<file path="src/hdl/cht_ram.sv">
`default_nettype none

module cht_ram #(
    parameter int WIDTH = 8,
    parameter int DEPTH = 16
) (
    input  logic                     clk,
    input  logic                     we,
    input  logic [$clog2(DEPTH)-1:0] waddr,
    input  logic [WIDTH-1:0]         wdata,
    input  logic                     re,
    input  logic [$clog2(DEPTH)-1:0] raddr,
    output logic [WIDTH-1:0]         rdata
);

    logic [WIDTH-1:0] mem [DEPTH];
    logic [WIDTH-1:0] rdata_reg;

    always_ff @(posedge clk)
    begin
        if (we)
        begin
            mem[waddr] <= wdata;
        end
        if (re)
        begin
            rdata_reg <= mem[raddr];
        end
    end

    assign rdata = rdata_reg;

endmodule

`default_nettype wire

</file>
<file path="config.mk">
export PLATFORM = sky130hd
export DESIGN_NAME = cht_ram
export DESIGN_NICKNAME = d
export VERILOG_FILES = /design/src/hdl/cht_ram.sv
export SDC_FILE = /design/constraint.sdc
export NUM_CORES = 1
export LEC_CHECK = 0
export ABC_AREA = 1
export BUFFER_PORTS_ARGS = -buffer_cell sky130_fd_sc_hd__buf_2
export CAP_MARGIN = 10
export CORE_MARGIN = 2
export CORE_UTILIZATION = 55
export CTS_CLUSTER_SIZE = 20
export DETAILED_ROUTE_END_ITERATION = 10
export GPL_ROUTABILITY_DRIVEN = 1
export PLACE_DENSITY = 0.7
export SYNTH_ARGS = -nofsm -noshare
export SYNTH_HDL_FRONTEND = slang
export SYNTH_SLANG_ARGS = --single-unit
</file>
<file path="constraint.sdc">
create_clock -name clk -period 1.1 [get_ports clk]
set_input_delay 0.055 -clock clk [delete_from_list [all_inputs] [get_ports clk]]
set_output_delay 0.055 -clock clk [all_outputs]
set_load 0.03 [all_outputs]
</file>
==> summary.md <==
| Metric | Value |
|---|---|
| Status | `finished with violations` |
| Failing checks | `negative setup slack` |
| Worst setup margin | `-0.0984 ns` |
| CTS Root Cell | `clkbuf_8` |
| Placed instance area | `~6200 um2` |
| CP max stage delay | `0.44 ns` |
| Worst relative slew slack | `50.0%` |
| Starting Density | `a little under three fifths` |
| Number of global-route vias before repair | `3922` |
| Non-filler instance count after layout | `757` |
| Fill count | `~730` |
| Met3 Use GR | `6.81%` |
| Post-synthesis cell type count | `11` |
| Yosys warns | `0` |
| Synthesized flop and latch total | `~140` |
| DP Worst Slack | `-0.189 ns` |
| Overflow left after global routing | `0` |
| GR Util All Layers | `25.0%` |
| CP arrival | `1.14 ns` |
| Total negative slack | `-0.507 ns` |
| WL per Instance | `17.7 um` |
| Worst hold-check path type | `input port to flip-flop` |
| Post-layout min period | `1.20 ns` |
| DR vias | `about 4000` |
| Most frequent cells in the layout | `nand2_1 (168), edfxtp_1 (136), inv_1 (98)` |
| Avg Cell Area, Syn | `between 10 and 15 um2` |
| Port Buffer Count | `26` |
| Reg clk slew, reported paths | `0.06 ns` |
| DRC | `0` |
| Critical Path Fanout Max | `1` |
| CTS tree | `built` |
| Leakage power | `3.11 nW` |
| Final count of negative-setup-slack endpoints | `10` |
| CTS Buf Count | `17` |
| Pwr Density | `~1700 nW/um2` |
| Post-synthesis instance area | `5850 um2` |
| Num rows | `37` |
| Synthesized netlist cell count | `551` |
| Max-cap violations | `0` |
| Detailed Route WL | `between 10000 and 15000 um` |
| N_diodes | `0` |
| Final hold vios | `0` |
| Commonest non-fill, non-tap cell in the layout | `nand2_1` |
| Synth-to-Final Area Change | `22.7%` |
| Core Region | `10300 um2` |
| CTS H-tree depth | `4` |
| Drt pass-1 iters | `5` |
| Maximum vdd ir drop | `0.00125 V` |
| Layout cell share with drive strength beyond 1 | `22.4%` |
| Sequential cell area fraction in the yosys report | `between 60 and 70%` |
| Clock Latency Late Sink | `between 0.5 and 0.6 ns` |
| Critical path startpoint category | `flip-flop` |
| GPL Wtd Cong | `0.895` |
| Met1 usage | `32.1%` |
| Die area | `11500 um2` |
| Layout Nets | `627` |
| Pin count of the biggest net entering global routing | `38` |
| Kind of cell adding the most delay to the critical path | `flip-flops` |
| WHS | `0.0543 ns` |
| Met2 Resource Use GR | `about two fifths` |
| RSZ-0062 raised after global routing | `yes` |
| Number of flip-flops in the largest register | `128` |
| Period utilisation layout | `109%` |
| Final Cell Area | `7180 um2` |
| CP cell instances | `buf_6` |
| Slew Limit Fails | `0` |
| Detailed placement HPWL | `between 7000 and 8000 um` |
| Crit path kind | `flip-flop to primary output` |
| Die width | `107 um` |
| Antenna Violating Nets Remaining | `0` |
| Global-route wire length before repair | `slightly above 20000 um` |
| Least-Margin Pin Slew | `approximately 0.75 ns` |
| Initial antenna violation count | `0` |
| Net Count, Synth | `570` |
| Max Clock Skew | `0.00726 ns` |
| Total I/O pin count | `27` |
| Vias per cell | `between 5 and 6` |
| Initial drt markers | `274` |
| Die H | `107 um` |
| Top Usage Layer GRT | `met2` |
| Maximum clock rate | `~0.83 GHz` |
| Dpl cells | `716` |
| Max clock buf depth | `2` |
| Clock tree sinks | `roughly 140` |
| CP endpoint kind | `primary output` |
| Crit path required time | `1.04 ns` |
| CP max stage cell | `edfxtp_1` |
| Critical path buffer and inverter count | `1` |
==> power by group <==
group	switching, mW	leakage, nW	internal, mW
clock	2.07	0.266	3.18
sequential	0.0414	1.24	5.84
combinational	0.609	1.61	0.306
total	2.72	3.11	9.32
==> layer usage <==
metal	share of wire (%)	wire length, um	vias to the layer above
met3	8.3	1110	31
met2	49	6570	169
li1	-	-	1896
met5	0	0	-
met1	40	5390	1914
met4	2.2	297	0
==> final timing paths <==
path                    from  endpoint  slack [ns]  depth (start not counted)
setup / recovery    rdata[6]  rdata[6]        -0.1                          1
setup reg to reg   mem[1][2]  rdata[2]       -0.01                          6
hold reg to reg   mem[13][5]  rdata[5]        0.75                          6
hold / removal      raddr[3]  rdata[5]        0.05                          4
==> timing repair <==
action,CTS,global route
setup buffers,0,0
setup endpoints to repair,13,16
gates resized for setup,25,46
pin swaps,5,29
endpoints found under the hold margin,136,0
hold buffers,9,0
==> synth_stat cells <==
| library cell | instances | area share (%) |
|---|---|---|
| nand2_1 | 173 | 11 |
| edfxtp_1 | 136 | 70 |
| inv_1 | 100 | 6.4 |
| nand3_1 | 97 | 8.3 |
| nor2_1 | 17 | 1.1 |
| buf_2 | 13 | 1.1 |
| buf_6 | 6 | 1.2 |
| buf_4 | 4 | 0.51 |
| inv_2 | 2 | 0.13 |
| nand3b_1 | 2 | 0.26 |
| buf_1 | 1 | 0.064 |
==> worst min-delay path, delay by kind of cell <==
family / cells / cell delay (ns)
buffers and inverters: 2 / 0.30
AND/OR/NAND/NOR: 2 / 0.13
==> cell type report <==
cell class / instances / area (um2) / area share [%]
Multi-Input combinational cell: 289 / 1470 / 20.4
Clock buffer: 17 / 414 / 5.77
Tap cell: 136 / 170 / 2.37
Timing Repair Buffer: 62 / 523 / 7.29
Inverter: 102 / 383 / 5.33
Sequential cell: 136 / 4080 / 56.9
Clock inverter: 15 / 136 / 1.90
==> through the flow <==
stage | util (%) | total power, mW
5_1_grt | 69.5 | 12.4
3_3_place_gp | 60.4 | 6.74
4_1_cts | 67.5 | 12.0
6_report | 69.5 | 12.0
2_1_floorplan | - | 6.43
3_5_place_dp | 60.4 | 6.76
==> logic make-up after synthesis <==
kind of cell           Yosys count  share of synthesized area [%]
and+or+nand+nor                289                           20.8
DFF                            136                           69.8
buffers and inverters          126                           9.39
(Power assumes the default switching activity.)
